===== src/ppc_pkg.sv =====
// Package for the single-plane polygon clipper: widths, the op record that
// crosses from front to back, the result record and state types.
// No dependencies.
package ppc_pkg;

	localparam int CoordW = 32;                 // coordinate width, Q16.16
	localparam int CoefW  = 32;                 // plane register width
	localparam int ProdW  = CoefW + CoordW;     // one distance product
	localparam int DistW  = ProdW + 3;          // sum of three products and offset
	localparam int DenW   = DistW + 1;          // |dP - dC|
	localparam int RemW   = DenW + 1;           // divider remainder
	localparam int TW     = 32;                 // t, unsigned Q0.32
	localparam int IpW    = TW + CoordW + 2;    // t * (C - P)
	localparam int OffSh  = 16;                 // plane_d is aligned to Q32.32

	typedef enum logic [1:0] {
		REG_PLANE_A = 2'd0,
		REG_PLANE_B = 2'd1,
		REG_PLANE_C = 2'd2,
		REG_PLANE_D = 2'd3
	} reg_idx_t;

	typedef enum logic [1:0] {
		F_IDLE,
		F_MUL,
		F_PUSH
	} f_state_t;

	typedef enum logic [2:0] {
		B_IDLE,
		B_EMIT_P,
		B_DIV,
		B_MUL,
		B_EMIT_X,
		B_CLOSE
	} b_state_t;

	typedef struct packed {
		logic signed [CoordW-1:0] px;
		logic signed [CoordW-1:0] py;
		logic signed [CoordW-1:0] pz;
		logic signed [CoordW-1:0] cx;
		logic signed [CoordW-1:0] cy;
		logic signed [CoordW-1:0] cz;
		logic [DistW-1:0]         dp_abs;
		logic [DenW-1:0]          den;
		logic                     p_front;
		logic                     crosses;
		logic                     last;
		logic                     lone;
	} op_t;

	typedef struct packed {
		logic signed [CoordW-1:0] x;
		logic signed [CoordW-1:0] y;
		logic signed [CoordW-1:0] z;
		logic                     closing_copy;
		logic                     polygon_empty;
		logic                     end_of_polygon;
	} res_t;

	typedef struct packed {
		logic signed [CoefW-1:0] a;
		logic signed [CoefW-1:0] b;
		logic signed [CoefW-1:0] c;
		logic signed [CoefW-1:0] d;
	} plane_t;

endpackage


===== src/ppc_back.sv =====
// Back part of the clipper: emits front vertices, divides for t, forms the
// crossing point and closes the polygon; holds the output register.
// Depends on ppc_pkg.
module ppc_back (
	input  logic          clk,
	input  logic          arst_n,
	input  logic          op_valid,
	input  ppc_pkg::op_t  op_in,
	output logic          op_pop,
	output ppc_pkg::res_t res,
	output logic          res_valid,
	input  logic          pop
);
	ppc_pkg::b_state_t state_q, state_d;
	ppc_pkg::op_t op_q;
	ppc_pkg::res_t res_q, res_d;
	logic res_valid_q, slot_free, emit, emit_vtx;
	logic [ppc_pkg::RemW-1:0] rem_q, rem2;
	logic ge;
	logic [ppc_pkg::TW-1:0] t_q;
	logic [4:0] dcnt_q;
	logic [1:0] mcnt_q;
	logic signed [ppc_pkg::IpW-1:0] prod_s1;
	logic signed [ppc_pkg::CoordW:0] diff;
	logic signed [ppc_pkg::CoordW-1:0] p_sel, ix_q, iy_q, iz_q, fx_q, fy_q, fz_q, ires;
	logic have_out_q;

	assign res       = res_q;
	assign res_valid = res_valid_q;
	assign slot_free = !res_valid_q || pop;

	assign rem2 = {rem_q[ppc_pkg::RemW-2:0], 1'b0};
	assign ge   = (op_q.den != '0) && (rem2 >= ppc_pkg::RemW'(op_q.den));

	always_comb begin
		unique case (mcnt_q)
			2'd0: begin
				diff  = {op_q.cx[ppc_pkg::CoordW-1], op_q.cx} - {op_q.px[ppc_pkg::CoordW-1], op_q.px};
				p_sel = op_q.px;
			end
			2'd1: begin
				diff  = {op_q.cy[ppc_pkg::CoordW-1], op_q.cy} - {op_q.py[ppc_pkg::CoordW-1], op_q.py};
				p_sel = op_q.px;
			end
			2'd2: begin
				diff  = {op_q.cz[ppc_pkg::CoordW-1], op_q.cz} - {op_q.pz[ppc_pkg::CoordW-1], op_q.pz};
				p_sel = op_q.py;
			end
			default: begin
				diff  = '0;
				p_sel = op_q.pz;
			end
		endcase
		// p_sel lags one step behind diff to pair with the registered product
		ires = p_sel + prod_s1[ppc_pkg::TW +: ppc_pkg::CoordW];
	end

	always_comb begin
		state_d  = state_q;
		op_pop   = 1'b0;
		emit     = 1'b0;
		emit_vtx = 1'b0;
		res_d    = '0;
		unique case (state_q)
			ppc_pkg::B_IDLE: begin
				if (op_valid) begin
					op_pop = 1'b1;
					priority if (op_in.lone)     state_d = ppc_pkg::B_CLOSE;
					else if (op_in.p_front)      state_d = ppc_pkg::B_EMIT_P;
					else if (op_in.crosses)      state_d = ppc_pkg::B_DIV;
					else if (op_in.last)         state_d = ppc_pkg::B_CLOSE;
					else                         state_d = ppc_pkg::B_IDLE;
				end
			end
			ppc_pkg::B_EMIT_P: begin
				res_d.x = op_q.px;
				res_d.y = op_q.py;
				res_d.z = op_q.pz;
				if (slot_free) begin
					emit     = 1'b1;
					emit_vtx = 1'b1;
					priority if (op_q.crosses) state_d = ppc_pkg::B_DIV;
					else if (op_q.last)        state_d = ppc_pkg::B_CLOSE;
					else                       state_d = ppc_pkg::B_IDLE;
				end
			end
			ppc_pkg::B_DIV: begin
				if (dcnt_q == 5'd31)
					state_d = ppc_pkg::B_MUL;
			end
			ppc_pkg::B_MUL: begin
				if (mcnt_q == 2'd3)
					state_d = ppc_pkg::B_EMIT_X;
			end
			ppc_pkg::B_EMIT_X: begin
				res_d.x = ix_q;
				res_d.y = iy_q;
				res_d.z = iz_q;
				if (slot_free) begin
					emit     = 1'b1;
					emit_vtx = 1'b1;
					state_d  = op_q.last ? ppc_pkg::B_CLOSE : ppc_pkg::B_IDLE;
				end
			end
			ppc_pkg::B_CLOSE: begin
				res_d.end_of_polygon = 1'b1;
				if (have_out_q) begin
					res_d.x            = fx_q;
					res_d.y            = fy_q;
					res_d.z            = fz_q;
					res_d.closing_copy = 1'b1;
				end else begin
					res_d.polygon_empty = 1'b1;
				end
				if (slot_free) begin
					emit    = 1'b1;
					state_d = ppc_pkg::B_IDLE;
				end
			end
			default: state_d = ppc_pkg::B_IDLE;
		endcase
	end

	always_ff @(posedge clk or negedge arst_n) begin
		if (!arst_n) begin
			state_q     <= ppc_pkg::B_IDLE;
			res_valid_q <= 1'b0;
			have_out_q  <= 1'b0;
		end else begin
			state_q <= state_d;
			if (emit)
				res_valid_q <= 1'b1;
			else if (pop)
				res_valid_q <= 1'b0;
			if (emit_vtx)
				have_out_q <= 1'b1;
			else if (emit)
				have_out_q <= 1'b0;
		end
	end

	always_ff @(posedge clk) begin
		if (op_pop) begin
			op_q   <= op_in;
			rem_q  <= ppc_pkg::RemW'(op_in.dp_abs);
			dcnt_q <= '0;
			mcnt_q <= '0;
		end
		if (state_q == ppc_pkg::B_DIV) begin
			rem_q  <= ge ? rem2 - ppc_pkg::RemW'(op_q.den) : rem2;
			t_q    <= {t_q[ppc_pkg::TW-2:0], ge};
			dcnt_q <= dcnt_q + 5'd1;
		end
		if (state_q == ppc_pkg::B_MUL) begin
			mcnt_q  <= mcnt_q + 2'd1;
			prod_s1 <= $signed({1'b0, t_q}) * diff;
			unique case (mcnt_q)
				2'd1: ix_q <= ires;
				2'd2: iy_q <= ires;
				2'd3: iz_q <= ires;
				default: ;
			endcase
		end
		if (emit_vtx && !have_out_q) begin
			fx_q <= res_d.x;
			fy_q <= res_d.y;
			fz_q <= res_d.z;
		end
		if (emit)
			res_q <= res_d;
	end

endmodule


===== config.mk =====
export PLATFORM = sky130hd
export DESIGN_NAME = ppc_back
export DESIGN_NICKNAME = d
export VERILOG_FILES = /design/src/ppc_pkg.sv /design/src/ppc_back.sv
export SDC_FILE = /design/constraint.sdc
export NUM_CORES = 2
export LEC_CHECK = 0
export BUFFER_PORTS_ARGS = -buffer_cell sky130_fd_sc_hd__buf_2
export CAP_MARGIN = 15
export CORE_MARGIN = 2
export CORE_UTILIZATION = 45
export CTS_BUF_LIST = sky130_fd_sc_hd__clkbuf_8
export DETAILED_ROUTE_END_ITERATION = 12
export PLACE_DENSITY_LB_ADDON = 0.15
export SLEW_MARGIN = 15
export SYNTH_ARGS = -nofsm -noshare
export SYNTH_HDL_FRONTEND = slang
export SYNTH_SLANG_ARGS = --single-unit

===== constraint.sdc =====
create_clock -name clk -period 30.7 [get_ports clk]
set_clock_uncertainty 0.15 [all_clocks]
set_input_delay 6.14 -clock clk [delete_from_list [all_inputs] [get_ports clk]]
set_output_delay 6.14 -clock clk [all_outputs]
set_load 0.01 [all_outputs]

-- Word level (Yosys, flattened, before mapping)
Index checks and enable logic that the tools add are counted.
- flip-flop bits (word level): 729
- output and inout port bits: 101
- logic and storage cells: 107
- muxes and demuxes: 35
- equal/unequal tests: 15
- order comparisons: 1
- reduce and logical (&&, ||, !) cells: 19
- add/subtract/negate cells: 7
- multipliers: 1
- operator list (kind ; count):
    $pmux W96 S3 ; 1
    $mux W68 ; 3
    $pmux W33 S3 ; 1
    $sub A32 B32 Y33 ; 3
    $mux W97 ; 1
    $ge A69 B68 Y1 ; 1
    $reduce_bool A68 Y1 ; 1
    $sub A68 B68 Y68 ; 1
    $mul A33 B33 Y64 ; 1
    $pmux W32 S2 ; 1
    $mux W3 ; 12
    $add A32 B32 Y32 ; 1
    $pmux W3 S6 ; 1
    $ne A2 B2 Y1 const B ; 6
    $mux W1 ; 11
    $mux W5 ; 2
    $reduce_bool A2 Y1 ; 4
    $eq A3 B2 Y1 const B ; 2
    $eq A3 B3 Y1 const B ; 2
    $reduce_and A2 Y1 ; 3
    $reduce_and A6 Y1 ; 1
    $add A5 B1 Y5 const B ; 1
    $eq A5 B5 Y1 const B ; 1
    $eq A2 B2 Y1 const B ; 2
    other kinds (11) ; 15

-- Logic depth before layout (Yosys ltp)
- word-level depth: 6
- gate-level depth with buffers: 42

-- Worst setup path after synthesis
OpenSTA, ideal clock, no wires.
- kind: input to output
- from: in op_valid
- to: out op_pop
- buffers on the path: 0
- setup slack: 12.913 ns
- cell stages on the path: 3
- arrival time: 11.497 ns
- cells stage by stage: nor2b_1 > nand2_1 > inv_1
- longest elaborated chain between the ends: 2
- RTL lines (what ; RTL line ; source):
    start: declaration ; ppc_back.sv:7 ; input logic op_valid,
    $mux W1 ; ppc_back.sv:66 ; if (op_valid) begin
    $mux W1 ; ppc_back.sv:64 ; unique case (state_q)
    end: declaration ; ppc_back.sv:9 ; output logic op_pop,
Every way passes these cells.

-- Final worst setup path
Same ends and word-level chain as after synthesis.

==> metrics.txt <==
clk_lat worst skew 930 ps; count of final setup violators 0; Worst-path clk slew 60 ps; WS Path Type input pin to primary output; fin. max-slew vios 0; first-pass GRT wire length 352,000 microns; setup TNS 0 ps; Syn Std Cell Area 69,300 sq um; Die H around 400 microns; Setup Fix Bufs, Post-CTS 0; count of clock tree sinks between 600 and 700; CTS resizes 0; FMAX around 74 MHz; met3 wire len roughly 20,000 microns; CP endpoint kind primary output; total CTS buffers 130; CTS Buffer Depth 3; Seq cells post-synth 697; Post-synth EDFFs 692; post-layout min period approximately 13,000 ps; GRT Resource Usage Total between 30 and 40%; CTS tree yes; Post-Route M1 WL a little under 100,000 microns; fin crit share 43.9%; Synth area leaders edfxtp_1, fa_1, ha_1; die area between 150,000 and 200,000 sq um; Primary FF master, synth edfxtp_1; root buf cell clkbuf_8; Hold Buf Count CTS 0; Worst Hold Class flip-flop to flip-flop; Post-synth ARST share less than 1%; crit path DAT around 7200 ps; die width ~400 microns; via/cell ratio about 5.6; starting DRC count in detailed routing between 5k and 6k; Ports around 440; final wirelength between 200,000 and 250,000 microns; GRT Residual Overflow 0; post-synthesis cell count around 6.9k; layout cells sized above 1 between 10% and 20%; largest area contributor in the netlist edfxtp_1; DR pass1 iterations 9; post-synthesis sequential area ratio 30.2%; DR top layer met5; via count 52.9k; vias in the first global route roughly 54k; Rows between 100 and 150; RSZ-0062 raised after global routing no; syn_area_per_cell between 10 and 15 sq um; drt drc 0; Layout area overhead 10.6%; Fin. Hold Viols 0; startpoint types input pin; Port Buf Inserts ~440; most common library cells after synthesis inv_1, nand2_1, fa_1, edfxtp_1, ha_1; antenna violations before repair 20; WP data required ~24,000 ps; largest net degree at the start of global routing 97; Slew headroom 25.6%; met2 WL post-DR between 100,000 and 150,000 microns; slew at the pin closest to its max-slew limit 1110 ps; top-count cell post-synth inv_1; Antenna Nets Post-Route 0; status complete, no violations; syn_nets between 8k and 9k; Max-cap violations 0; routed len/inst 25.2 microns; CP max FO between 40 and 50; detailed placer's ending HPWL between 150,000 and 200,000 microns; # H-tree levels 4; nets@finish 8,993; Initial Utilization 45.4%; GP Congestion between 0.9 and 1; # fillers about 14k; Synth cell types between 80 and 90; Synthesis Warnings 0; area share of the largest cell type after synthesis ~30%; Floorplan Core Area 152,000 sq um
critical path, cell delays in order:
cell     delay [ps]
buf_2            80
nor2b_1         160
nand2_1         230
inv_8           370
buf_2           210
layout make-up:
cell class | count | area [sq um] | area share, %
multi-input combinational | 4536 | 42400 | 55.3
sequential | 697 | 20900 | 27.3
inverter | 1301 | 4890 | 6.39
timing repair buffer | 575 | 3230 | 4.21
tap | 2030 | 2540 | 3.32
clock buffer | 130 | 1790 | 2.34
clock inverter | 100 | 840 | 1.10
antenna | 8 | 20.0 | 0.0261
flip-flops by register name (all words and copies together) (netlist names), 2 cells and up:
signal / cells
iy_q: 32
rem_q: 68
iz_q: 32
prod_s1: 32
dcnt_q: 5
mcnt_q: 2
fz_q: 32
t_q: 32
fy_q: 32
fx_q: 32
state_q: 3
op_q: 262
ix_q: 32
res: 99
routing by layer:
metal,track usage [%],up-vias
li1,-,23300
met1,40.9,26700
met2,47.3,2448
met3,5.81,450
met4,13.8,6
met5,0,-
path summary, 6_finish.rpt:
check	depth (start not counted)	slack, ps	to	start
worst max-delay path	5	17210	op_pop	op_valid
worst min-delay path	0	290	t_q[22]	t_q[21]
worst max register to register	39	18060	prod_s1[63]	op_q[299]
worst min register to register	0	290	t_q[22]	t_q[21]
max in group asynchronous	1	25330	state_q[1]	arst_n
min in group asynchronous	1	4930	state_q[0]	arst_n
cell families (layout without fill, tap and decap cells):
group,Yosys count,count (layout),share of synthesized area [%]
buffers and inverters,1643,2106,8.95
adder cells (fa/ha/maj),1417,1417,35.7
XOR/XNOR,194,194,2.47
flip-flops,697,697,30.2
AO/OA/AOI/OAI,1047,1047,10.6
other,0,8,0
AND/OR/NAND/NOR,1863,1863,11.9
multiplexers,15,15,0.219
per-stage QoR:
step	utilization, %	cells	area, sq um	hold WS (ps)	setup WS [ps]
after floorplan	-	6876	69300	314	12910
after global placement	48.5	9139	73900	279	17190
after CTS	50.2	9369	76600	292	17180
final	50.2	9377	76600	286	17210
after global routing	50.2	9371	76600	302	17120
after detailed placement	48.5	9139	73900	284	17180
layout by cell type, fill, tap and decap left out, drive strengths merged, types with 104 or more instances in the layout:
| cell type | netlist | layout |
|---|---|---|
| xnor2 | 125 | 125 |
| a21oi | 289 | 289 |
| nor2 | 316 | 316 |
| a21o | 104 | 104 |
| nand3 | 115 | 115 |
| ha | 485 | 485 |
| o21ai | 177 | 177 |
| fa | 932 | 932 |
| edfxtp | 692 | 692 |
| inv | 1300 | 1338 |
| clkbuf | 297 | 130 |
| nand2 | 985 | 985 |
| and2 | 126 | 126 |
| buf | 45 | 575 |
Power is not shown: default switching activity piles up to over one toggle a cycle in this logic, so the estimate is an artifact.
