**config.mk**
```make
export PLATFORM = sky130hd
export DESIGN_NAME = ppc_front
export DESIGN_NICKNAME = d
export VERILOG_FILES = /design/src/ppc_pkg.sv /design/src/ppc_front.sv
export SDC_FILE = /design/constraint.sdc
export NUM_CORES = 2
export LEC_CHECK = 0
export BUFFER_PORTS_ARGS = -buffer_cell sky130_fd_sc_hd__buf_2
export CAP_MARGIN = 15
export CORE_ASPECT_RATIO = 0.8
export CORE_UTILIZATION = 50
export CTS_CLUSTER_SIZE = 8
export DETAILED_ROUTE_END_ITERATION = 8
export GPL_TIMING_DRIVEN = 0
export PLACE_DENSITY = 0.69
export SETUP_SLACK_MARGIN = 0.4
export SLEW_MARGIN = 20
export SYNTH_ARGS = -nofsm -noshare
export SYNTH_HDL_FRONTEND = slang
export SYNTH_SLANG_ARGS = --single-unit
export TNS_END_PERCENT = 30
```
**constraint.sdc**
```tcl
create_clock -name clk -period 13.2 [get_ports clk]
set_input_delay 1.32 -clock clk [delete_from_list [all_inputs] [get_ports clk]]
set_output_delay 1.32 -clock clk [all_outputs]
set_load 0.01 [all_outputs]
```
**src/ppc_pkg.sv**
```systemverilog
// Package for the single-plane polygon clipper: widths, the op record that
// crosses from front to back, the result record and state types.
// No dependencies.
package ppc_pkg;

	localparam int CoordW = 32;                 // coordinate width, Q16.16
	localparam int CoefW  = 32;                 // plane register width
	localparam int ProdW  = CoefW + CoordW;     // one distance product
	localparam int DistW  = ProdW + 3;          // sum of three products and offset
	localparam int DenW   = DistW + 1;          // |dP - dC|
	localparam int RemW   = DenW + 1;           // divider remainder
	localparam int TW     = 32;                 // t, unsigned Q0.32
	localparam int IpW    = TW + CoordW + 2;    // t * (C - P)
	localparam int OffSh  = 16;                 // plane_d is aligned to Q32.32

	typedef enum logic [1:0] {
		REG_PLANE_A = 2'd0,
		REG_PLANE_B = 2'd1,
		REG_PLANE_C = 2'd2,
		REG_PLANE_D = 2'd3
	} reg_idx_t;

	typedef enum logic [1:0] {
		F_IDLE,
		F_MUL,
		F_PUSH
	} f_state_t;

	typedef enum logic [2:0] {
		B_IDLE,
		B_EMIT_P,
		B_DIV,
		B_MUL,
		B_EMIT_X,
		B_CLOSE
	} b_state_t;

	typedef struct packed {
		logic signed [CoordW-1:0] px;
		logic signed [CoordW-1:0] py;
		logic signed [CoordW-1:0] pz;
		logic signed [CoordW-1:0] cx;
		logic signed [CoordW-1:0] cy;
		logic signed [CoordW-1:0] cz;
		logic [DistW-1:0]         dp_abs;
		logic [DenW-1:0]          den;
		logic                     p_front;
		logic                     crosses;
		logic                     last;
		logic                     lone;
	} op_t;

	typedef struct packed {
		logic signed [CoordW-1:0] x;
		logic signed [CoordW-1:0] y;
		logic signed [CoordW-1:0] z;
		logic                     closing_copy;
		logic                     polygon_empty;
		logic                     end_of_polygon;
	} res_t;

	typedef struct packed {
		logic signed [CoefW-1:0] a;
		logic signed [CoefW-1:0] b;
		logic signed [CoefW-1:0] c;
		logic signed [CoefW-1:0] d;
	} plane_t;

endpackage

```
**src/ppc_front.sv**
```systemverilog
// Front part of the clipper: takes vertices, forms both plane distances of
// each edge with one shared multiplier and classifies the edge.
// Depends on ppc_pkg.
module ppc_front (
	input  logic                               clk,
	input  logic                               arst_n,
	input  ppc_pkg::plane_t                    plane,
	input  logic                               push,
	output logic                               full,
	input  logic signed [ppc_pkg::CoordW-1:0]  vert_x,
	input  logic signed [ppc_pkg::CoordW-1:0]  vert_y,
	input  logic signed [ppc_pkg::CoordW-1:0]  vert_z,
	input  logic                               last_vertex,
	output logic                               op_push,
	output ppc_pkg::op_t                       op,
	input  logic                               op_full
);
	ppc_pkg::f_state_t state_q, state_d;
	logic signed [ppc_pkg::CoordW-1:0] cx_q, cy_q, cz_q, px_q, py_q, pz_q;
	logic last_q, lone_q, have_prev_q;
	logic signed [ppc_pkg::DistW-1:0] dp_q, dn_q, dterm;
	logic signed [ppc_pkg::ProdW-1:0] prod_s1;
	logic [2:0] cnt_q;
	logic signed [ppc_pkg::CoefW-1:0] m_coef;
	logic signed [ppc_pkg::CoordW-1:0] m_coord;
	logic accept;
	logic signed [ppc_pkg::DenW-1:0] ddiff;

	assign full   = (state_q != ppc_pkg::F_IDLE);
	assign accept = push && !full;
	assign dterm  = {{(ppc_pkg::DistW - ppc_pkg::CoefW - ppc_pkg::OffSh){plane.d[ppc_pkg::CoefW-1]}},
		plane.d, {ppc_pkg::OffSh{1'b0}}};

	always_comb begin
		unique case (cnt_q)
			3'd0: begin m_coef = plane.a; m_coord = px_q; end
			3'd1: begin m_coef = plane.b; m_coord = py_q; end
			3'd2: begin m_coef = plane.c; m_coord = pz_q; end
			3'd3: begin m_coef = plane.a; m_coord = cx_q; end
			3'd4: begin m_coef = plane.b; m_coord = cy_q; end
			3'd5: begin m_coef = plane.c; m_coord = cz_q; end
			default: begin m_coef = '0; m_coord = '0; end
		endcase
	end

	always_comb begin
		ddiff      = {dp_q[ppc_pkg::DistW-1], dp_q} - {dn_q[ppc_pkg::DistW-1], dn_q};
		op.px      = px_q;
		op.py      = py_q;
		op.pz      = pz_q;
		op.cx      = cx_q;
		op.cy      = cy_q;
		op.cz      = cz_q;
		op.dp_abs  = dp_q[ppc_pkg::DistW-1] ? ppc_pkg::DistW'(-dp_q) : ppc_pkg::DistW'(dp_q);
		op.den     = ddiff[ppc_pkg::DenW-1] ? ppc_pkg::DenW'(-ddiff) : ppc_pkg::DenW'(ddiff);
		op.p_front = !dp_q[ppc_pkg::DistW-1] && (dp_q != '0);
		op.crosses = op.p_front ? dn_q[ppc_pkg::DistW-1]
			: (!dn_q[ppc_pkg::DistW-1] && (dn_q != '0));
		op.last    = last_q;
		op.lone    = lone_q;
	end

	always_comb begin
		state_d = state_q;
		op_push = 1'b0;
		unique case (state_q)
			ppc_pkg::F_IDLE: begin
				if (accept) begin
					if (have_prev_q)
						state_d = ppc_pkg::F_MUL;
					else if (last_vertex)
						state_d = ppc_pkg::F_PUSH;
				end
			end
			ppc_pkg::F_MUL: begin
				if (cnt_q == 3'd6)
					state_d = ppc_pkg::F_PUSH;
			end
			ppc_pkg::F_PUSH: begin
				if (!op_full) begin
					op_push = 1'b1;
					state_d = ppc_pkg::F_IDLE;
				end
			end
			default: state_d = ppc_pkg::F_IDLE;
		endcase
	end

	always_ff @(posedge clk or negedge arst_n) begin
		if (!arst_n) begin
			state_q     <= ppc_pkg::F_IDLE;
			have_prev_q <= 1'b0;
			px_q        <= '0;
			py_q        <= '0;
			pz_q        <= '0;
		end else begin
			state_q <= state_d;
			if (accept && !have_prev_q && !last_vertex) begin
				px_q        <= vert_x;
				py_q        <= vert_y;
				pz_q        <= vert_z;
				have_prev_q <= 1'b1;
			end
			if (op_push) begin
				px_q        <= cx_q;
				py_q        <= cy_q;
				pz_q        <= cz_q;
				have_prev_q <= !last_q;
			end
		end
	end

	always_ff @(posedge clk) begin
		if (accept) begin
			cx_q   <= vert_x;
			cy_q   <= vert_y;
			cz_q   <= vert_z;
			last_q <= last_vertex;
			lone_q <= !have_prev_q;
			cnt_q  <= '0;
			dp_q   <= dterm;
			dn_q   <= dterm;
		end else if (state_q == ppc_pkg::F_MUL) begin
			cnt_q   <= cnt_q + 3'd1;
			prod_s1 <= m_coef * m_coord;
			if (cnt_q >= 3'd1 && cnt_q <= 3'd3)
				dp_q <= dp_q + ppc_pkg::DistW'(prod_s1);
			else if (cnt_q >= 3'd4)
				dn_q <= dn_q + ppc_pkg::DistW'(prod_s1);
		end
	end

endmodule

```
# After elaboration in Yosys (flattened, before gate mapping)
# Cells that the tools add are included.
[op_classes]
n_addsub = 6
mul = 1
magnitude_cmp = 3
n_eq_ne = 13
n_mux = 28
bitwise_logic = 2
reduce_logical = 30
[op_table]
columns = ["op", "n"]
rows = [
  ["67-bit 2-to-1 mux", 8],
  ["32-bit 2-to-1 mux", 6],
  ["32-bit one-hot mux with 6 select lines", 1],
  ["67-bit by 64-bit adder with 67-bit output", 2],
  ["67-bit nonzero test", 2],
  ["32-bit one-hot mux with 3 select lines", 1],
  ["68-bit 2-to-1 mux", 1],
  ["68-bit negator", 1],
  ["67-bit by 67-bit subtractor with 68-bit output", 1],
  ["67-bit negator", 1],
  ["32-bit by 32-bit multiplier with 64-bit output", 1],
  ["2-bit 2-to-1 mux", 5],
  ["2-bit nonzero test", 5],
  ["3-bit == test (second input constant)", 3],
  ["2-bit != test (second input constant)", 4],
  ["3-bit by 2-bit == test with 1-bit output (second input constant)", 2],
  ["1-bit logical AND", 6],
  ["1-bit zero test", 6],
  ["2-bit one-hot mux with 3 select lines", 1],
  ["2-bit AND reduction", 3],
  ["3-bit AND reduction", 2],
  ["2-bit OR reduction", 3],
  ["1-bit 2-to-1 mux", 5],
  ["4-bit AND reduction", 1],
  ["11 further kinds", 12],
]
[word_totals]
register_bits = 398
input_bits = 229
output_inout_bits = 333

# Longest topological paths before layout
[depth]
depth_word = 7
ltp_mapped = 40
mapped_depth_nobuf = 34

# Worst setup path after synthesis
# OpenSTA, ideal clock, no wires.
[synth_path]
path_type = "register to register"
startpoint = "register cnt_q[2]"
endpoint = "register prod_s1[60] in the netlist's numbering, data pin"
setup_time_ns = 0.265
t_arrival_ns = 9.450
required_time_ns = 12.935
slack_ns = 3.485
path_stages_with_launch = 35
n_path_buf = 6
synth_period_minus_slack_ns = 9.715
cell_sequence = "dfxtp_1 -> clkbuf_1 -> clkbuf_1 -> buf_1 -> clkbuf_1 -> mux2_2 -> nand2_1 -> nand2_1 -> clkbuf_1 -> clkbuf_1 -> nand2_1 -> fa_1 -> fa_1 -> fa_1 -> fa_1 -> inv_1 -> fa_1 -> inv_1 -> fa_1 -> inv_1 -> fa_1 -> fa_1 -> ha_1 -> nand4_1 -> or2_2 -> or3_1 -> a211oi_1 -> o21ai_0 -> a21o_1 -> a211oi_1 -> nor3_1 -> nor3_1 -> nand2b_1 -> o21ai_0 -> xor2_1"
[synth_between]
elab_chain_cells = 4
elab_cells_between_ends = 12
classes_between = "mul: 1; eq/ne: 5; mux: 2; reduce/logical: 4"
[synth_rtl]
columns = ["item", "line_no", "rtl"]
rows = [
  ["start: declaration", "ppc_front.sv:23", "logic [2:0] cnt_q;"],
  ["start signal: assignment", "ppc_front.sv:124", "cnt_q <= cnt_q + 3'd1;"],
  ["3-bit == test, or another cell as far along", "ppc_front.sv:35", "unique case (cnt_q)"],
  ["2-bit OR reduction (no source line)", "--", ""],
  ["32-bit one-hot mux with 3 select lines", "ppc_front.sv:35", ""],
  ["32-bit by 32-bit multiplier with 64-bit output *", "ppc_front.sv:125", "prod_s1 <= m_coef * m_coord;"],
  ["end signal: assignment", "ppc_front.sv:125", ""],
  ["end: declaration", "ppc_front.sv:22", "logic signed [ppc_pkg::ProdW-1:0] prod_s1;"],
]
# Every way passes the cells marked *; elsewhere a longest branch is shown, timed or not.
# A chain may end at the register's enable or synchronous reset.

# Worst setup path after layout
[layout_path]
startpoint = "register cnt_q[2]"
endpoint = "register prod_s1[59] in the netlist's numbering, data pin"
# The elaborated chain is that of the path after synthesis.

==> impl_metrics.csv <==
group,metric,value,unit
clock_network,hold_buffers,0,
yosys,async_reset_ff_share,24.87,%
global_route,grt_max_degree,66,
routing,first_pass_iters,6,
floorplanning,start_util,50.59,%
yosys,ys_warn_count,0,
yosys,synth-compound-area-share,12.83,%
sta,setup_violations,0,
routing,wl,272100,um
global_route,track_usage,40.04,%
floorplanning,io_pins,562,
worst_hold_path,worstHoldPathCells,2,
clock_network,h-tree-depth,2,
global_route,grt_pass1_vias,59780,
floorplanning,die-area,135300,um^2
place,numPortBuffers,561,
final_layout,nNetsFinal,9895,
place,place_congestion,1.095,
setup_path,cp_max_fo,10,
clock_network,cts-buffers-inserted,56,
final_layout,area_growth,10.67,%
global_route,grt_overflow,0,
clock_network,clkTransAtPathRegs,50,ps
yosys,ys_seq_area_share,16.60,%
sta,skew,45.92,ps
sta,finalCritPeriodShare,95.74,%
setup_path,cp_common_cell,"fa_1",
global_route,antenna_found_initial,21,
setup_path,worst_setup_path_end_kind,"register",
sta,rsz0062_at_grt,"yes",
yosys,syn_nets,9253,
setup_path,cp.required,13600,ps
setup_path,reg2reg_from,"cnt_q[2]$_SDFFE_PP0P_",
routing,drtIter0Drc,6907,
worst_hold_path,min_delay_worst_endpoint,"py_q[11]$_DFFE_PN0P_",
final_layout,drive_gt1_share,10.48,%
setup_path,worst_setup_path_start_kind,"register",
place,dpl.hpwl,223900,um
yosys,avgSynthCellArea,8.861,um^2
setup_path,ff2ff_path_depth,32,
sta,hold_violations,0,
floorplanning,die_w,410.9,um
clock_network,cts_tree,"yes",
sta,relSlewSlack,13.67,%
job,maxCapViolCount,0,
worst_hold_path,hp-class,"register to register",
sta,worst_slew_pin_slew,1295,ps
yosys,synth_top_area_cell,"fa_1",
yosys,synthAdderAreaFrac,39.77,%
routing,route.detailed.drc,0,
setup_path,crit_path_max_incr_delay,730,ps
floorplanning,core,132200,um^2
routing,vias,60550,
clock_network,cts_root_buf,"clkbuf_16",
global_route,grt_pass1_wl,394400,um
clock_network,worstSkewPairLatency,660,ps
yosys,ys_seq_elements,398,
yosys,synth_top_family_by_area,"adder cells",
yosys,synth_cell_types,96,
yosys,synth_top_area_share,32.47,%
yosys,synth_mux_area_share,2.602,%
routing,ant_nets,0,
yosys,syn_inst,7549,
outcome,status,"finished, final reports clean",
worst_hold_path,worstHoldStart,"py_q[11]$_DFFE_PN0P_",
sta,period_needed,12640,ps
yosys,synth_edf_count,264,
setup_path,cp_slowest_cell,"fa_1",
routing,wl_per_cell,27.21,um
setup_path,rrSetupSlack,560,ps
clock_network,cts_sinks,398,
yosys,yosys.area_share.simple,14.66,%
setup_path,r2r_end,"prod_s1[59]$_DFFE_PP_",
yosys,synthesis.area,66890,um^2
yosys,synth_xor_area_share,4.766,%
routing,vias_per_cell,6.055,
yosys,synth-main-ff-cell,"edfxtp_1",
yosys,synthTopCellsByArea,"fa_1 (32%), edfxtp_1 (12%), ha_1 (7.3%), inv_1 (6.6%), nand2_1 (5.5%)",
floorplanning,num_rows,119,
clock_network,cts_buffer_depth,3,
sta,clock.fmax,79.13,MHz
floorplanning,die_height,329.2,um
final_layout,utilization,55.99,%
setup_path,worstPathArrival,13040,ps
sta,finalMaxSlewViolations,0,
setup_path,path_class,"register to register",
## logic make-up (layout without fill, tap and decap cells)
| family | after synthesis | count (layout) |
|---|---|---|
| adder cells (fa/ha/maj) | 1475 | 1475 |
| multiplexers | 166 | 166 |
| AND/OR/NAND/NOR | 2229 | 2229 |
| flip-flops | 398 | 398 |
| other | 0 | 19 |
| buffers and inverters | 1557 | 2235 |
| AO/OA/AOI/OAI | 1360 | 1360 |
| XOR/XNOR | 364 | 364 |
## registers in the layout (all words and copies together) (netlist names)
| register | count |
|---|---|
| dn_q | 67 |
| dp_q | 67 |
| prod_s1 | 64 |
| cx_q | 32 |
| cy_q | 32 |
| cz_q | 32 |
| px_q | 32 |
| py_q | 32 |
| pz_q | 32 |
| cnt_q | 3 |
| state_q | 2 |
| have_prev_q | 1 |
| last_q | 1 |
| lone_q | 1 |
## placed cells by master, fill, tap and decap left out, types with 35 or more instances in the layout
cell type | synthesis | routed
inv_1 | 1172 | 1171
fa_1 | 1085 | 1083
nand2_1 | 976 | 972
nor2_1 | 672 | 672
buf_2 | 4 | 574
o21ai_0 | 390 | 390
ha_1 | 390 | 390
a21oi_1 | 361 | 360
clkbuf_1 | 351 | 316
edfxtp_1 | 264 | 264
xnor2_1 | 258 | 258
a21o_1 | 150 | 150
xor2_1 | 106 | 106
mux2i_1 | 103 | 103
dfrtp_1 | 99 | 99
nand3_1 | 94 | 94
nand4_1 | 65 | 65
mux2_2 | 63 | 63
clkbuf_2 | 0 | 61
nor3_1 | 59 | 58
and2_1 | 57 | 57
clkbuf_16 | 0 | 56
nand2b_1 | 54 | 54
a22oi_1 | 52 | 52
a31oi_1 | 48 | 48
o21bai_1 | 48 | 48
or3_1 | 44 | 44
o31ai_1 | 43 | 43
and3_1 | 39 | 39
o21a_1 | 37 | 37
nor2b_1 | 35 | 35
dfxtp_1 | 35 | 35
## routing by layer
metal	share of wire [%]	GRT usage, %	wire length (um)
met5	0.025	0	69
met3	14	14.31	37560
met2	41	58.04	112600
met4	5.8	19.03	15900
met1	39	53.31	106000
## per-stage QoR
step	area [um^2]	cells	TNS [ps]	setup WS, ps	hold WS, ps
5_1_grt	74010	9992	0	349.5	524.7
3_5_place_dp	72130	9877	-10660	-1121	473.6
6_report	74030	10000	0	562.3	496.2
4_1_cts	73790	9971	0	451.1	497.7
2_1_floorplan	66890	7549	0	3485	444.2
3_3_place_gp	71890	9864	-17170	-1347	478.3
## how the worst max path moves through the flow
stage | from | endpoint | slack, ps | cells past startpoint
after floorplan | cnt_q[2]$_SDFFE_PP0P_ | prod_s1[60]$_DFFE_PP_ | 3490 | 34
after global placement | cnt_q[2]$_SDFFE_PP0P_ | prod_s1[60]$_DFFE_PP_ | -1350 | 32
after detailed placement | cnt_q[2]$_SDFFE_PP0P_ | prod_s1[60]$_DFFE_PP_ | -1120 | 35
after CTS | cnt_q[0]$_SDFFE_PP0P_ | prod_s1[60]$_DFFE_PP_ | 450 | 34
after global routing | cnt_q[2]$_SDFFE_PP0P_ | prod_s1[59]$_DFFE_PP_ | 350 | 33
final | cnt_q[2]$_SDFFE_PP0P_ | prod_s1[59]$_DFFE_PP_ | 560 | 32
## worst max-delay path, delay by kind of cell, from the launching register on
family | cells | cell delay (ps)
mux | 1 | 420
flops | 1 | 600
simple gates | 4 | 1170
buf+inv | 8 | 3290
compound gates | 9 | 2180
fa+ha+maj | 9 | 4590
xor+xnor | 1 | 80
## Yosys cell counts (7+ instances only)
cell / number
o31ai_1: 43
and2_1: 57
o21ai_0: 390
dfrtp_1: 99
a21o_1: 150
edfxtp_1: 264
a31oi_1: 48
a21oi_1: 361
nand4_1: 65
a211o_1: 10
nand2b_1: 54
or3_1: 44
a222oi_1: 17
xnor2_1: 258
o21ai_1: 7
or2_2: 34
a22oi_1: 52
a21boi_0: 12
buf_1: 24
nor4_1: 30
inv_1: 1172
nand2_1: 976
ha_1: 390
a211oi_1: 32
nand3_1: 94
mux2_2: 63
nor2b_1: 35
nor3_1: 59
or4_1: 12
and3_1: 39
o31a_1: 12
dfxtp_1: 35
mux2i_1: 103
fa_1: 1085
nor3b_1: 7
o21bai_1: 48
xor2_1: 106
o211ai_1: 23
clkbuf_1: 351
o21a_1: 37
o41ai_1: 14
and4_1: 14
nor2_1: 672
## timing repair
item                       CTS  global route
setup buffers                0             9
pin swaps                    0             2
gates resized for setup     39           104
gates cloned                 0             0
setup endpoints to repair   35            13
## layout make-up
| cell class | count | area (um^2) |
|---|---|---|
| clock inverters | 4 | 55.05 |
| fillers | 12330 | 58190 |
| plain buffers | 383 | 1620 |
| flip-flops and latches | 398 | 11110 |
| diodes | 19 | 47.55 |
| inverters | 1174 | 4409 |
| well taps | 1754 | 2195 |
| clock buffers | 90 | 1529 |
| repair buffers | 584 | 3083 |
| multi-input cells | 5594 | 49980 |
Power is not shown: default switching activity piles up to over one toggle a cycle in this logic, so the estimate is an artifact.
