File: config.mk
export PLATFORM = sky130hd
export DESIGN_NAME = ppc_queue
export DESIGN_NICKNAME = d
export VERILOG_FILES = /design/src/ppc_pkg.sv /design/src/ppc_queue.sv
export SDC_FILE = /design/constraint.sdc
export NUM_CORES = 1
export LEC_CHECK = 0
export BUFFER_PORTS_ARGS = -buffer_cell sky130_fd_sc_hd__buf_2
export CORE_AREA = 2 2 263 265
export CTS_BUF_LIST = sky130_fd_sc_hd__clkbuf_4 sky130_fd_sc_hd__clkbuf_8
export DETAILED_ROUTE_END_ITERATION = 8
export DIE_AREA = 0 0 265 267
export GPL_TIMING_DRIVEN = 0
export PLACE_DENSITY = 0.62
export SLEW_MARGIN = 20
export SYNTH_ARGS = -nofsm -noshare
export SYNTH_HDL_FRONTEND = slang
export SYNTH_SLANG_ARGS = --single-unit
File: constraint.sdc
create_clock -name clk -period 42.1 [get_ports clk]
set_input_delay 6.315 -clock clk [delete_from_list [all_inputs] [get_ports clk]]
set_output_delay 6.315 -clock clk [all_outputs]
set_load 0.05 [all_outputs]
File: src/ppc_pkg.sv
// Package for the single-plane polygon clipper: widths, the op record that
// crosses from front to back, the result record and state types.
// No dependencies.
package ppc_pkg;

	localparam int CoordW = 32;                 // coordinate width, Q16.16
	localparam int CoefW  = 32;                 // plane register width
	localparam int ProdW  = CoefW + CoordW;     // one distance product
	localparam int DistW  = ProdW + 3;          // sum of three products and offset
	localparam int DenW   = DistW + 1;          // |dP - dC|
	localparam int RemW   = DenW + 1;           // divider remainder
	localparam int TW     = 32;                 // t, unsigned Q0.32
	localparam int IpW    = TW + CoordW + 2;    // t * (C - P)
	localparam int OffSh  = 16;                 // plane_d is aligned to Q32.32

	typedef enum logic [1:0] {
		REG_PLANE_A = 2'd0,
		REG_PLANE_B = 2'd1,
		REG_PLANE_C = 2'd2,
		REG_PLANE_D = 2'd3
	} reg_idx_t;

	typedef enum logic [1:0] {
		F_IDLE,
		F_MUL,
		F_PUSH
	} f_state_t;

	typedef enum logic [2:0] {
		B_IDLE,
		B_EMIT_P,
		B_DIV,
		B_MUL,
		B_EMIT_X,
		B_CLOSE
	} b_state_t;

	typedef struct packed {
		logic signed [CoordW-1:0] px;
		logic signed [CoordW-1:0] py;
		logic signed [CoordW-1:0] pz;
		logic signed [CoordW-1:0] cx;
		logic signed [CoordW-1:0] cy;
		logic signed [CoordW-1:0] cz;
		logic [DistW-1:0]         dp_abs;
		logic [DenW-1:0]          den;
		logic                     p_front;
		logic                     crosses;
		logic                     last;
		logic                     lone;
	} op_t;

	typedef struct packed {
		logic signed [CoordW-1:0] x;
		logic signed [CoordW-1:0] y;
		logic signed [CoordW-1:0] z;
		logic                     closing_copy;
		logic                     polygon_empty;
		logic                     end_of_polygon;
	} res_t;

	typedef struct packed {
		logic signed [CoefW-1:0] a;
		logic signed [CoefW-1:0] b;
		logic signed [CoefW-1:0] c;
		logic signed [CoefW-1:0] d;
	} plane_t;

endpackage

File: src/ppc_queue.sv
// Two-entry queue of classified edges between the front and back parts.
// Depends on ppc_pkg.
module ppc_queue (
	input  logic          clk,
	input  logic          arst_n,
	input  logic          wr_en,
	input  ppc_pkg::op_t  wr_op,
	output logic          q_full,
	input  logic          rd_en,
	output ppc_pkg::op_t  rd_op,
	output logic          q_valid
);
	ppc_pkg::op_t mem [2];
	logic wr_ptr_q, rd_ptr_q;
	logic [1:0] count_q;

	assign q_full  = (count_q == 2'd2);
	assign q_valid = (count_q != 2'd0);
	assign rd_op   = mem[rd_ptr_q];

	always_ff @(posedge clk) begin
		if (wr_en)
			mem[wr_ptr_q] <= wr_op;
	end

	always_ff @(posedge clk or negedge arst_n) begin
		if (!arst_n) begin
			wr_ptr_q <= 1'b0;
			rd_ptr_q <= 1'b0;
			count_q  <= '0;
		end else begin
			if (wr_en)
				wr_ptr_q <= !wr_ptr_q;
			if (rd_en)
				rd_ptr_q <= !rd_ptr_q;
			count_q <= count_q + 2'(wr_en) - 2'(rd_en);
		end
	end

endmodule

### After elaboration in Yosys (flattened, before gate mapping)

Memory sizes are Yosys's and may differ from the RTL's.
Cells that the tools add are included.

| storage, ports and cells | value |
|---|---|
| memories kept | 1 |
| memory bits (writable) | 662 |
| word-level logic and storage cells | 12 |
| bits of input ports | 335 |
| register bits after elaboration | 4 |
| output and inout port bits | 333 |

| cells by class | value |
|---|---|
| equality and inequality tests | 1 |
| reductions and logical operators | 3 |
| mux-type cells | 2 |
| $add $sub $neg | 2 |

Memories:

| memory | depth | width | rd ports | clocked after memory_dff | wr ports | RTL line | text |
|---|---|---|---|---|---|---|---|
| mem | 2 | 331 | 1 | 0 | 1 | ppc_queue.sv:13 | `ppc_pkg::op_t mem [2];` |

Operators by type and width:

| kind | number |
|---|---|
| adder 2 x 1 -> 2 bit | 1 |
| == test 2 bit, second input constant | 1 |
| logical NOT 1 bit | 2 |
| 2-to-1 mux 1 bit | 2 |
| nonzero test 2 bit | 1 |
| subtractor 2 x 1 -> 2 bit | 1 |

### Longest topological paths before layout

Gate-level depths: netlist of run 1.

| depth | value |
|---|---|
| word-level depth | 2 |
| mapped depth | 5 |
| depth with buffers taken out | 5 |

### Least setup slack after synthesis of run 1

Ideal clock, no wire load.

| timing path | value |
|---|---|
| path kind | input to register |
| start | input port wr_en |
| end | memory mem[0][0] (netlist name) (enable) |
| data arrival time | 20.534 ns |
| path slack | 20.496 ns |
| buffers on the path | 0 |
| stages | 1 |
| cell sequence | nor2b_1 |

| on the way | value |
|---|---|
| word-level cells in the longest chain between the ends | 2 |

Ends and longest elaborated chain:

| what | RTL line | text |
|---|---|---|
| start: declaration | ppc_queue.sv:6 | `input logic wr_en,` |
| 2-to-1 mux 1 bit | ppc_queue.sv:22 | `if (wr_en)` |
| 2-to-1 mux 1 bit (implied by the code) | ppc_queue.sv:23 | `mem[wr_ptr_q] <= wr_op;` |
| end: declaration | ppc_queue.sv:13 |  |

Every way passes these cells.

==> results.sh, run 1 <==
export IMPL_number_of_nets_with_antenna_violations_after_routing=0
export IMPL_number_of_rows_created_at_floorplan=96
export IMPL_met3RoutedLength_mm=4.84
export IMPL_power_density_nw_per_um2=80.7
export IMPL_cts_max_level=3
export IMPL_total_via_count_after_detailed_routing=13000
export IMPL_cells_after_synthesis=1045
export IMPL_worst_path_max_fanout=10
export IMPL_antenna_found_initial=25
export IMPL_worst_setup_path_start_kind="flip-flop"
export IMPL_timing_max_cap_violations=0
export IMPL_worst_setup_path_end_kind="output pin"
export IMPL_syn_num_nets=1382
export IMPL_fp_dieArea_um2=70800
export IMPL_wirelength_routed_mm=58.9
export IMPL_hold_viol_final=0
export IMPL_comb_power_share_pct=42.7
export IMPL_number_of_buffer_and_inverter_stages_on_the_critical_path=4
export IMPL_core_area_um2=68000
export IMPL_finish_instance_area_um2=31500
export IMPL_root_buffer="sky130_fd_sc_hd__clkbuf_8"
export IMPL_top_layer_used="met5"
export IMPL_ports_placed_on_the_boundary=668
export IMPL_vdd_drop_max_v=0.0000491
export IMPL_fraction_of_power_consumed_by_sequential_logic_pct=35.5
export IMPL_routed_wire_length_per_instance_um=20.8
export IMPL_post_synthesis_cell_area_um2=24300
export IMPL_worst_ep_arrival_ps=2400
export IMPL_met1Wirelength_mm=21.4
export IMPL_wire_length_of_the_first_global_routing_pass_mm=84.0
export IMPL_static_leakage_power_uw=0.0120
export IMPL_cts_inserted_buffers=109
export IMPL_timing_final_crit_share_pct=20.7
export IMPL_run_status="finished, final reports clean"
export IMPL_p_total_uw=2540
export IMPL_fraction_of_final_layout_cells_sized_beyond_drive_strength_1_pct=63.2
export IMPL_worst_endpoint_required_ps=35780
export IMPL_worst_path_dominant_cell_family="buffers and inverters"
export IMPL_post_place_cells=2617
export IMPL_rsz0062_at_grt="no"
export IMPL_post_route_drc_count=0
export IMPL_hold_path_class="flip-flop to flip-flop"
export IMPL_critical_path_slowest_cell="sky130_fd_sc_hd__mux2_2"
export IMPL_p_switching_uw=1050
export IMPL_drc_marker_count_from_the_first_detailed_route_iteration=590
export IMPL_share_clk_of_total_power_pct=21.8
export IMPL_viasPerCell=4.58
export IMPL_worst_slew_pin_slew_ps=519
export IMPL_clock_fmax_mhz=115
export IMPL_clock_insertion_delay_worst_skew_ps=710
export IMPL_critPathKind="flip-flop to output pin"
export IMPL_slew_headroom_pct=65.4
export IMPL_grt_overflow=0
export IMPL_power_internal_uw=1490
export IMPL_clkSinkCount=666
export IMPL_placedInstanceArea_um2=29300
export IMPL_finalClockSkew_ps=36.4
export IMPL_place_port_buffers=667
export IMPL_fill_cells=5797
export IMPL_maximum_number_of_pins_on_one_net_before_global_route_repair=53
export IMPL_timing_critical_path_cells="buf_2 > buf_6 > buf_6 > mux2_2 > buf_2"
export IMPL_worst_setup_hold_path_clk_slew_ps=60
export IMPL_total_routing_usage_reported_by_global_routing_pct=15.9
export IMPL_clockBufferDepth=3
export IMPL_die_width_um=265
export IMPL_seq_total_area_yosys_pct=82.1
export IMPL_final_setup_viol_count=0
export IMPL_gpl_congestion=0.810
export IMPL_place_hpwl_mm=42.9
export IMPL_first_global_vias=13800
export IMPL_initial_core_utilization_pct=35.8
export IMPL_hold_bufs_at_cts=0
export IMPL_cts_tree="yes"
export IMPL_met2RoutedLength_mm=30.6
export IMPL_firstDrtPassIters=5
export IMPL_max_stage_delay_on_crit_path_ps=390
export IMPL_layout_cells_non_filler=2829
export IMPL_postCtsSetupRepairBufs=0
export IMPL_synth_cell_type_count=14
export IMPL_synth_area_per_cell_um2=23.3
export IMPL_synth_warnings=0
export IMPL_layout_nets=2183
export IMPL_final_setup_tns_ps=0
export IMPL_area_growth_syn_to_layout_pct=29.5
export IMPL_yosys_register_bits=666
export IMPL_final_max_slew_viol_count=0
export IMPL_final_hold_worst_slack_ps=554
export IMPL_sw_frac_of_total_pct=41.3
export IMPL_ctsResizeCount=0
export IMPL_dieHeight_um=267
export IMPL_min_period_ps=8710
## Yosys cell counts
cell,count,share of area [%]
sky130_fd_sc_hd__and2_1,1,0.026
sky130_fd_sc_hd__buf_2,6,0.12
sky130_fd_sc_hd__edfxtp_1,662,82
sky130_fd_sc_hd__inv_1,2,0.031
sky130_fd_sc_hd__mux2_4,40,2.5
sky130_fd_sc_hd__mux2_1,8,0.37
sky130_fd_sc_hd__nor2b_1,2,0.051
sky130_fd_sc_hd__or2_2,1,0.026
sky130_fd_sc_hd__xor2_1,2,0.072
sky130_fd_sc_hd__xor3_1,1,0.098
sky130_fd_sc_hd__mux2_2,283,13
sky130_fd_sc_hd__buf_6,31,1.4
sky130_fd_sc_hd__ha_1,2,0.10
sky130_fd_sc_hd__dfrtp_1,4,0.41
## sequential cells by signal (all words and copies together), names as in the netlist
name,cells
mem,662
count_q,2
rd_ptr_q,1
wr_ptr_q,1
## kinds of logic (layout without fill, tap and decap cells)
family / after synthesis / in the layout / synth area share [%]
XOR/XNOR: 3 / 3 / 0.170
buffers and inverters: 39 / 927 / 1.59
adder cells (fa/ha/maj): 2 / 2 / 0.103
other: 0 / 14 / 0
AND/OR/NAND/NOR: 4 / 4 / 0.103
flip-flops: 666 / 666 / 82.1
multiplexers: 331 / 331 / 15.9
## path summary, 6_finish.rpt
path,cells past startpoint,to,slack [ps],startpoint
max in group asynchronous,1,rd_ptr_q$_DFFE_PN0P_,36520,arst_n
worst min register to register,1,wr_ptr_q$_DFFE_PN0P_,550,wr_ptr_q$_DFFE_PN0P_
worst min-delay path,1,wr_ptr_q$_DFFE_PN0P_,550,wr_ptr_q$_DFFE_PN0P_
min in group asynchronous,1,wr_ptr_q$_DFFE_PN0P_,5450,arst_n
worst max-delay path,5,rd_op[302],33390,rd_ptr_q$_DFFE_PN0P_
worst max register to register,7,mem[0][275]$_DFFE_PP_,39640,wr_ptr_q$_DFFE_PN0P_
## final cells by class
cell class / instances / area (um2) / share of cell area (%)
plain buffers: 37 / 379 / 1.20
well taps: 882 / 1100 / 3.50
flip-flops and latches: 666 / 20000 / 63.4
clock buffers: 154 / 1840 / 5.83
multi-input cells: 340 / 3980 / 12.6
repair buffers: 690 / 3880 / 12.3
inverters: 2 / 7.51 / 0.0238
clock inverters: 44 / 323 / 1.02
diodes: 14 / 35.0 / 0.111
## metal layers
| layer | vias to the layer above | track usage (%) |
|---|---|---|
| li1 | 5838 | - |
| met1 | 6480 | 17.4 |
| met2 | 480 | 27.8 |
| met3 | 150 | 5.74 |
| met4 | 20 | 6.81 |
| met5 | - | 0 |
## cells in the final DEF (no fill, tap or decap), types with 8 or more instances in the layout
master | netlist | final
sky130_fd_sc_hd__buf_12 | 0 | 9
sky130_fd_sc_hd__clkbuf_8 | 0 | 109
sky130_fd_sc_hd__buf_6 | 31 | 31
sky130_fd_sc_hd__mux2_1 | 8 | 8
sky130_fd_sc_hd__buf_16 | 0 | 12
sky130_fd_sc_hd__mux2_2 | 283 | 283
sky130_fd_sc_hd__diode_2 | 0 | 14
sky130_fd_sc_hd__clkinv_1 | 0 | 29
sky130_fd_sc_hd__buf_2 | 6 | 673
sky130_fd_sc_hd__mux2_4 | 40 | 40
sky130_fd_sc_hd__clkbuf_4 | 0 | 45
sky130_fd_sc_hd__edfxtp_1 | 662 | 662
## stage by stage
stage	setup WS (ps)	util [%]
floorplan	20500	-
global placement	11820	42.3
detailed placement	33550	43.1
CTS	33180	46.3
global route	33170	46.4
finish	33390	46.4
## power groups by stage
stage / clock network, uW / logic, uW / registers [uW]
final: 555 / 1090 / 902
after global routing: 602 / 1130 / 912
after CTS: 574 / 1100 / 903
after detailed placement: 0 / 1100 / 916
after global placement: 0 / 1060 / 1020
after floorplan: 0 / 812 / 976
## worst register-to-register path, delay by kind of cell (launching register included)
family / cells / cell delay (ps)
buf+inv: 6 / 1290
simple gates: 1 / 430
flops: 1 / 430
(Power assumes the default switching activity.)
==> run 2, diff against run 1 <==
--- a/config.mk
+++ b/config.mk
@@ -6,12 +6,12 @@
 export NUM_CORES = 1
 export LEC_CHECK = 0
 export BUFFER_PORTS_ARGS = -buffer_cell sky130_fd_sc_hd__buf_2
-export CORE_AREA = 2 2 263 265
+export CORE_AREA = 2 2 262 264
 export CTS_BUF_LIST = sky130_fd_sc_hd__clkbuf_4 sky130_fd_sc_hd__clkbuf_8
 export DETAILED_ROUTE_END_ITERATION = 8
-export DIE_AREA = 0 0 265 267
+export DIE_AREA = 0 0 264 266
 export GPL_TIMING_DRIVEN = 0
-export PLACE_DENSITY = 0.62
+export PLACE_DENSITY = 0.65
 export SLEW_MARGIN = 20
 export SYNTH_ARGS = -nofsm -noshare
 export SYNTH_HDL_FRONTEND = slang
==> constraint.sdc (replaced) <==
create_clock -name clk -period 7.45 [get_ports clk]
set_input_delay 1.1175 -clock clk [delete_from_list [all_inputs] [get_ports clk]]
set_output_delay 1.1175 -clock clk [all_outputs]
set_load 0.05 [all_outputs]
==> run 2 against run 1 <==
  * Die area fell by 0.75%
  * Utilization barely moved
  * Critical path depth stayed put
  * Sequential share of layout area is 0.28 points higher
  * Global-route usage barely moved
  * Non-clock buffer count shrank 2
  * Combinational power increased to 5.6 times the previous value
  * Sequential cell count unchanged
  * Final area decreased by 0.44%
  * Via count is 0.45% lower
  * Total power rose to 5.6 times the previous value
  * First-iteration DRC count increased by 20%
  * Critical endpoint is now rd_op[257]
==> results.sh, run 2 (synthesis gave the netlist of run 1 again) <==
export IMPL_crit_reg2reg_launch="wr_ptr_q$_DFFE_PN0P_"
export IMPL_total_routing_usage_reported_by_global_routing_pct=15.9
export IMPL_root_buffer="sky130_fd_sc_hd__clkbuf_8"
export IMPL_ports_placed_on_the_boundary=668
export IMPL_worst_ep_arrival_ps=2350
export IMPL_critical_path_reg2reg_endpoint="mem[0][58]$_DFFE_PP_"
export IMPL_place_port_buffers=667
export IMPL_final_cell_mix="673 x sky130_fd_sc_hd__buf_2, 662 x sky130_fd_sc_hd__edfxtp_1, 283 x sky130_fd_sc_hd__mux2_2, 110 x sky130_fd_sc_hd__clkbuf_8, 40 x sky130_fd_sc_hd__mux2_4"
export IMPL_area_growth_syn_to_layout_pct=29.0
export IMPL_max_stage_delay_on_crit_path_ps=410
export IMPL_worst_path_max_fanout=10
export IMPL_post_place_cells=2615
export IMPL_postLayoutSetupSlackWorst_ps=3980
export IMPL_fp_dieArea_um2=70200
export IMPL_viasPerCell=4.57
export IMPL_final_max_slew_viol_count=0
export IMPL_placedInstanceArea_um2=29300
export IMPL_flip_flop_count_of_the_largest_register_all_copies_and_words_added=662
export IMPL_worst_setup_path_start_kind="flip-flop"
export IMPL_rsz0062_at_grt="no"
export IMPL_reg2regPathDepth=7
export IMPL_cts_max_level=3
export IMPL_routed_wire_length_per_instance_um=20.6
export IMPL_finish_instance_area_um2=31400
export IMPL_worst_setup_hold_path_clk_slew_ps=60
export IMPL_pre_cts_ws_ps=3850
export IMPL_first_global_vias=13700
export IMPL_layout_cells_non_filler=2824
export IMPL_number_of_rows_created_at_floorplan=96
export IMPL_grt_overflow=0
export IMPL_vdd_drop_max_v=0.000280
export IMPL_r2r_setup_slack_ps=4800
export IMPL_critPathKind="flip-flop to output pin"
export IMPL_worst_setup_path_end_kind="output pin"
export IMPL_finalClockSkew_ps=37.5
export IMPL_worst_endpoint_required_ps=6330
export IMPL_initial_core_utilization_pct=35.9
export IMPL_layout_nets=2178
export IMPL_hold_bufs_at_cts=0
export IMPL_antenna_found_initial=13
export IMPL_static_leakage_power_uw=0.0119
export IMPL_postCtsSetupRepairBufs=0
export IMPL_dieHeight_um=266
export IMPL_drc_marker_count_from_the_first_detailed_route_iteration=710
export IMPL_largestRegisters="mem (662), count_q (2)"
export IMPL_die_width_um=264
export IMPL_wire_length_of_the_first_global_routing_pass_mm=83.8
export IMPL_timing_critical_path_cells="buf_2 > buf_6 > buf_6 > mux2_2 > buf_2"
export IMPL_place_hpwl_mm=42.1
export IMPL_power_density_nw_per_um2=453
export IMPL_cts_tree="yes"
export IMPL_timing_final_crit_share_pct=46.5
export IMPL_timing_max_cap_violations=0
export IMPL_clockBufferDepth=3
export IMPL_number_of_nets_with_antenna_violations_after_routing=0
export IMPL_gpl_congestion=0.815
export IMPL_min_period_ps=3470
export IMPL_critical_path_slowest_cell="sky130_fd_sc_hd__mux2_2"
export IMPL_core_area_um2=67700
export IMPL_max_flop_register="mem"
export IMPL_maximum_number_of_pins_on_one_net_before_global_route_repair=55
export IMPL_firstDrtPassIters=4
export IMPL_layout_commonest_cell="sky130_fd_sc_hd__buf_2"
export IMPL_hold_viol_final=0
export IMPL_total_via_count_after_detailed_routing=12900
export IMPL_worst_slew_pin_slew_ps=744
export IMPL_clock_insertion_delay_worst_skew_ps=700
export IMPL_fraction_of_final_layout_cells_sized_beyond_drive_strength_1_pct=62.9
export IMPL_fill_cells=5867
export IMPL_cts_inserted_buffers=106
export IMPL_hold_path_class="input pin to asynchronous set/reset pin"
export IMPL_run_status="finished, final reports clean"
export IMPL_final_setup_viol_count=0
export IMPL_clock_fmax_mhz=288
export IMPL_clkSinkCount=666
export IMPL_ctsResizeCount=0
export IMPL_final_hold_worst_slack_ps=253
export IMPL_slew_headroom_pct=50.3
export IMPL_wirelength_routed_mm=58.1
export IMPL_post_route_drc_count=0
-- run 2: stage by stage --
| stage | power, uW | utilization (%) | setup TNS, ps |
|---|---|---|---|
| after detailed placement | 11400 | 43.2 | 0 |
| after global placement | 11300 | 42.5 | -813530 |
| after global routing | 14800 | 46.3 | 0 |
| after floorplan | 9860 | - | 0 |
| final | 14200 | 46.3 | 0 |
| after CTS | 14400 | 46.3 | 0 |
-- run 2: area by class of cell --
class	instances	area [um2]	area share, %
clock inverter	55	312	0.993
sequential	666	20000	63.7
buffer	37	379	1.21
multi-input combinational	340	3980	12.7
inverter	2	7.51	0.0239
clock buffer	143	1760	5.61
timing repair buffer	688	3840	12.2
antenna	11	27.5	0.0877
tap	882	1100	3.52
-- run 2: how the worst max path moves through the flow --
stage                                    start                     to  depth (start not counted)
after global routing      rd_ptr_q$_DFFE_PN0P_             rd_op[260]                          5
after global placement                   wr_en   mem[0][80]$_DFFE_PP_                          2
after detailed placement                 wr_en  mem[0][239]$_DFFE_PP_                          8
after floorplan                          wr_en    mem[0][0]$_DFFE_PP_                          1
after CTS                 rd_ptr_q$_DFFE_PN0P_             rd_op[260]                          5
final                     rd_ptr_q$_DFFE_PN0P_             rd_op[257]                          5
-- run 2: where the power goes --
part           total, uW  switching, uW  internal [uW]  leakage (uW)
clock network       2990           1410           1580       0.00109
logic               6120           4360           1760       0.00459
registers           5100            141           4960       0.00626
-- run 2: layer usage --
metal  GRT usage (%)  up-vias  wire, um
met3            5.78      123      4730
met5               0        -        42
li1                -     5838         -
met1            17.8     6473     21800
met4            5.59        6      1480
met2            27.8      470     30000
-- run 2: critical path, delay by kind of cell, from the launching register on --
family | cells | cell delay, ps
flops | 1 | 310
buf+inv | 4 | 950
mux | 1 | 410
==> run 3, diff against run 2 <==
==> constraint.sdc (replaced) <==
create_clock -name clk -period 2.9 [get_ports clk]
set_input_delay 0.435 -clock clk [delete_from_list [all_inputs] [get_ports clk]]
set_output_delay 0.435 -clock clk [all_outputs]
set_load 0.05 [all_outputs]
==> run 3 against run 2 <==
  * Utilization rose by 5.1 points
  * Clock power rose to 2.7 times the previous value
  * First-iteration DRC count rose by 18%
  * Sequential power rose to 2.6 times the previous value
  * Via count rose by 11%
  * Routed wire length rose by 6.4%
  * Sequential share of layout area fell by 6.3 points
  * Non-clock buffer count rose by 335
  * Critical path type unchanged
  * Largest power group unchanged
==> results.sh, run 3 (synthesis gave the netlist of run 1 again) <==
export IMPL_run_status="finished, final reports clean"
export IMPL_slew_headroom_pct=65.2
export IMPL_reg2regPathDepth=5
export IMPL_fp_dieArea_um2=70200
export IMPL_critPathKind="flip-flop to output pin"
export IMPL_layout_nets=2515
export IMPL_fill_cells=5471
export IMPL_core_area_um2=67700
export IMPL_rsz0062_at_grt="no"
export IMPL_worst_ep_arrival_ps=2260
export IMPL_first_global_vias=15700
export IMPL_ports_placed_on_the_boundary=668
export IMPL_area_growth_syn_to_layout_pct=43.2
export IMPL_dieHeight_um=266
export IMPL_place_hpwl_mm=42.2
export IMPL_r2r_setup_slack_ps=240
export IMPL_worst_path_max_fanout=10
export IMPL_place_port_buffers=667
export IMPL_timing_max_cap_violations=0
export IMPL_worst_setup_hold_path_clk_slew_ps=60
export IMPL_firstDrtPassIters=4
export IMPL_clockBufferDepth=3
export IMPL_drc_marker_count_from_the_first_detailed_route_iteration=837
export IMPL_final_cell_mix="672 x sky130_fd_sc_hd__buf_2, 662 x sky130_fd_sc_hd__edfxtp_1, 334 x sky130_fd_sc_hd__dlygate4sd3_1, 283 x sky130_fd_sc_hd__mux2_2, 113 x sky130_fd_sc_hd__clkbuf_8"
export IMPL_routed_wire_length_per_instance_um=19.6
export IMPL_finish_instance_area_um2=34900
export IMPL_fraction_of_final_layout_cells_sized_beyond_drive_strength_1_pct=54.3
export IMPL_postCtsSetupRepairBufs=0
export IMPL_total_routing_usage_reported_by_global_routing_pct=16.8
export IMPL_wire_length_of_the_first_global_routing_pass_mm=89.9
export IMPL_initial_core_utilization_pct=35.9
export IMPL_cts_max_level=3
export IMPL_static_leakage_power_uw=0.0134
export IMPL_root_buffer="sky130_fd_sc_hd__clkbuf_8"
export IMPL_min_period_ps=2700
export IMPL_clkSinkCount=666
export IMPL_worst_setup_path_start_kind="flip-flop"
export IMPL_clock_fmax_mhz=370
export IMPL_final_hold_worst_slack_ps=127
export IMPL_post_route_drc_count=0
export IMPL_die_width_um=264
export IMPL_worst_endpoint_required_ps=2470
export IMPL_number_of_rows_created_at_floorplan=96
export IMPL_timing_critical_path_from="rd_ptr_q$_DFFE_PN0P_"
export IMPL_worst_setup_path_end_kind="output pin"
export IMPL_power_density_nw_per_um2=1070
export IMPL_total_via_count_after_detailed_routing=14300
export IMPL_worst_slew_pin_slew_ps=522
export IMPL_gpl_congestion=0.809
export IMPL_critical_path_reg2reg_endpoint="mem[1][71]$_DFFE_PP_"
export IMPL_max_flop_register="mem"
export IMPL_hold_path_class="input pin to asynchronous set/reset pin"
export IMPL_vdd_drop_max_v=0.000666
export IMPL_maximum_number_of_pins_on_one_net_before_global_route_repair=54
export IMPL_hold_viol_final=0
export IMPL_clock_insertion_delay_worst_skew_ps=680
export IMPL_cts_tree="yes"
export IMPL_viasPerCell=4.56
export IMPL_layout_commonest_cell="sky130_fd_sc_hd__buf_2"
export IMPL_crit_reg2reg_launch="wr_ptr_q$_DFFE_PN0P_"
export IMPL_antenna_found_initial=8
export IMPL_final_max_slew_viol_count=0
export IMPL_wirelength_routed_mm=61.8
export IMPL_number_of_nets_with_antenna_violations_after_routing=0
export IMPL_final_setup_viol_count=0
export IMPL_grt_overflow=0
export IMPL_cts_inserted_buffers=108
export IMPL_worst_setup_path_endpoint="rd_op[273]"
export IMPL_timing_final_crit_share_pct=93.1
export IMPL_placedInstanceArea_um2=29300
export IMPL_finalClockSkew_ps=37.5
export IMPL_flip_flop_count_of_the_largest_register_all_copies_and_words_added=662
export IMPL_largestRegisters="mem (662), count_q (2)"
[run 3: cell types whose count changed in the layout (fill, tap and decap cells not counted), moves of 2 or more]
cell,delta
sky130_fd_sc_hd__bufinv_16,+3
sky130_fd_sc_hd__dlygate4sd3_1,+334
sky130_fd_sc_hd__buf_16,+3
sky130_fd_sc_hd__clkbuf_4,+11
sky130_fd_sc_hd__clkbuf_8,+3
sky130_fd_sc_hd__clkinvlp_4,-3
sky130_fd_sc_hd__diode_2,-4
sky130_fd_sc_hd__clkinv_8,-2
sky130_fd_sc_hd__clkinv_2,-3
sky130_fd_sc_hd__clkinv_1,-19
[run 3: worst min path at each step]
stage,start,to,slack [ps]
3_5_place_dp,arst_n,rd_ptr_q$_DFFE_PN0P_,250
6_report,arst_n,wr_ptr_q$_DFFE_PN0P_,130
2_1_floorplan,arst_n,count_q[0]$_DFF_PN0_,140
4_1_cts,arst_n,wr_ptr_q$_DFFE_PN0P_,50
3_3_place_gp,arst_n,rd_ptr_q$_DFFE_PN0P_,240
5_1_grt,arst_n,count_q[1]$_DFF_PN0_,60
[run 3: per-stage QoR]
| stage | std cells | util, % | setup WS [ps] | total power [uW] | TNS, ps |
|---|---|---|---|---|---|
| floorplan | 1045 | - | -2920 | 25300 | -1643060 |
| global placement | 2594 | 42.5 | -5760 | 28200 | -3315870 |
| detailed placement | 2616 | 43.3 | 99.7 | 29200 | 0 |
| CTS | 3138 | 51.4 | 28.1 | 37800 | 0 |
| global route | 3145 | 51.4 | 17.7 | 38800 | 0 |
| finish | 3145 | 51.4 | 200 | 37400 | 0 |
[run 3: layout make-up]
| cell class | count | area (um2) | share of cell area, % |
|---|---|---|---|
| Sequential cell | 666 | 20000 | 57.3 |
| Timing Repair Buffer | 1023 | 7230 | 20.7 |
| Multi-Input combinational cell | 340 | 3980 | 11.4 |
| Clock buffer | 157 | 1890 | 5.41 |
| Tap cell | 882 | 1100 | 3.17 |
| Buffer | 37 | 385 | 1.11 |
| Clock inverter | 31 | 270 | 0.775 |
| Antenna cell | 7 | 17.5 | 0.0503 |
| Inverter | 2 | 7.51 | 0.0215 |
[run 3: worst max-delay path: stages, from the launching register on]
cell                      delay [ps]
sky130_fd_sc_hd__dfrtp_1         320
sky130_fd_sc_hd__buf_4           190
sky130_fd_sc_hd__buf_8           220
sky130_fd_sc_hd__buf_6           200
sky130_fd_sc_hd__mux2_2          420
sky130_fd_sc_hd__buf_2           230
[run 3: layer usage]
layer	vias to the layer above	wire, um	track usage, %
met3	148	3960	4.65
li1	6494	-	-
met4	2	2420	7.71
met2	553	32400	29.9
met1	7133	23000	18.8
met5	-	7	0
[run 3: timing repair]
action                                  in CTS  in global routing
endpoints found under the setup margin       7                  0
endpoints found under the hold margin      669                  0
resized for setup                            2                  0
hold buffers                               334                  0
[run 3: where the power goes]
part	switching [uW]	leakage [uW]	internal, uW
sequential	386	0.00626	12700
combinational	11400	0.00601	4860
clock	3560	0.00115	4510
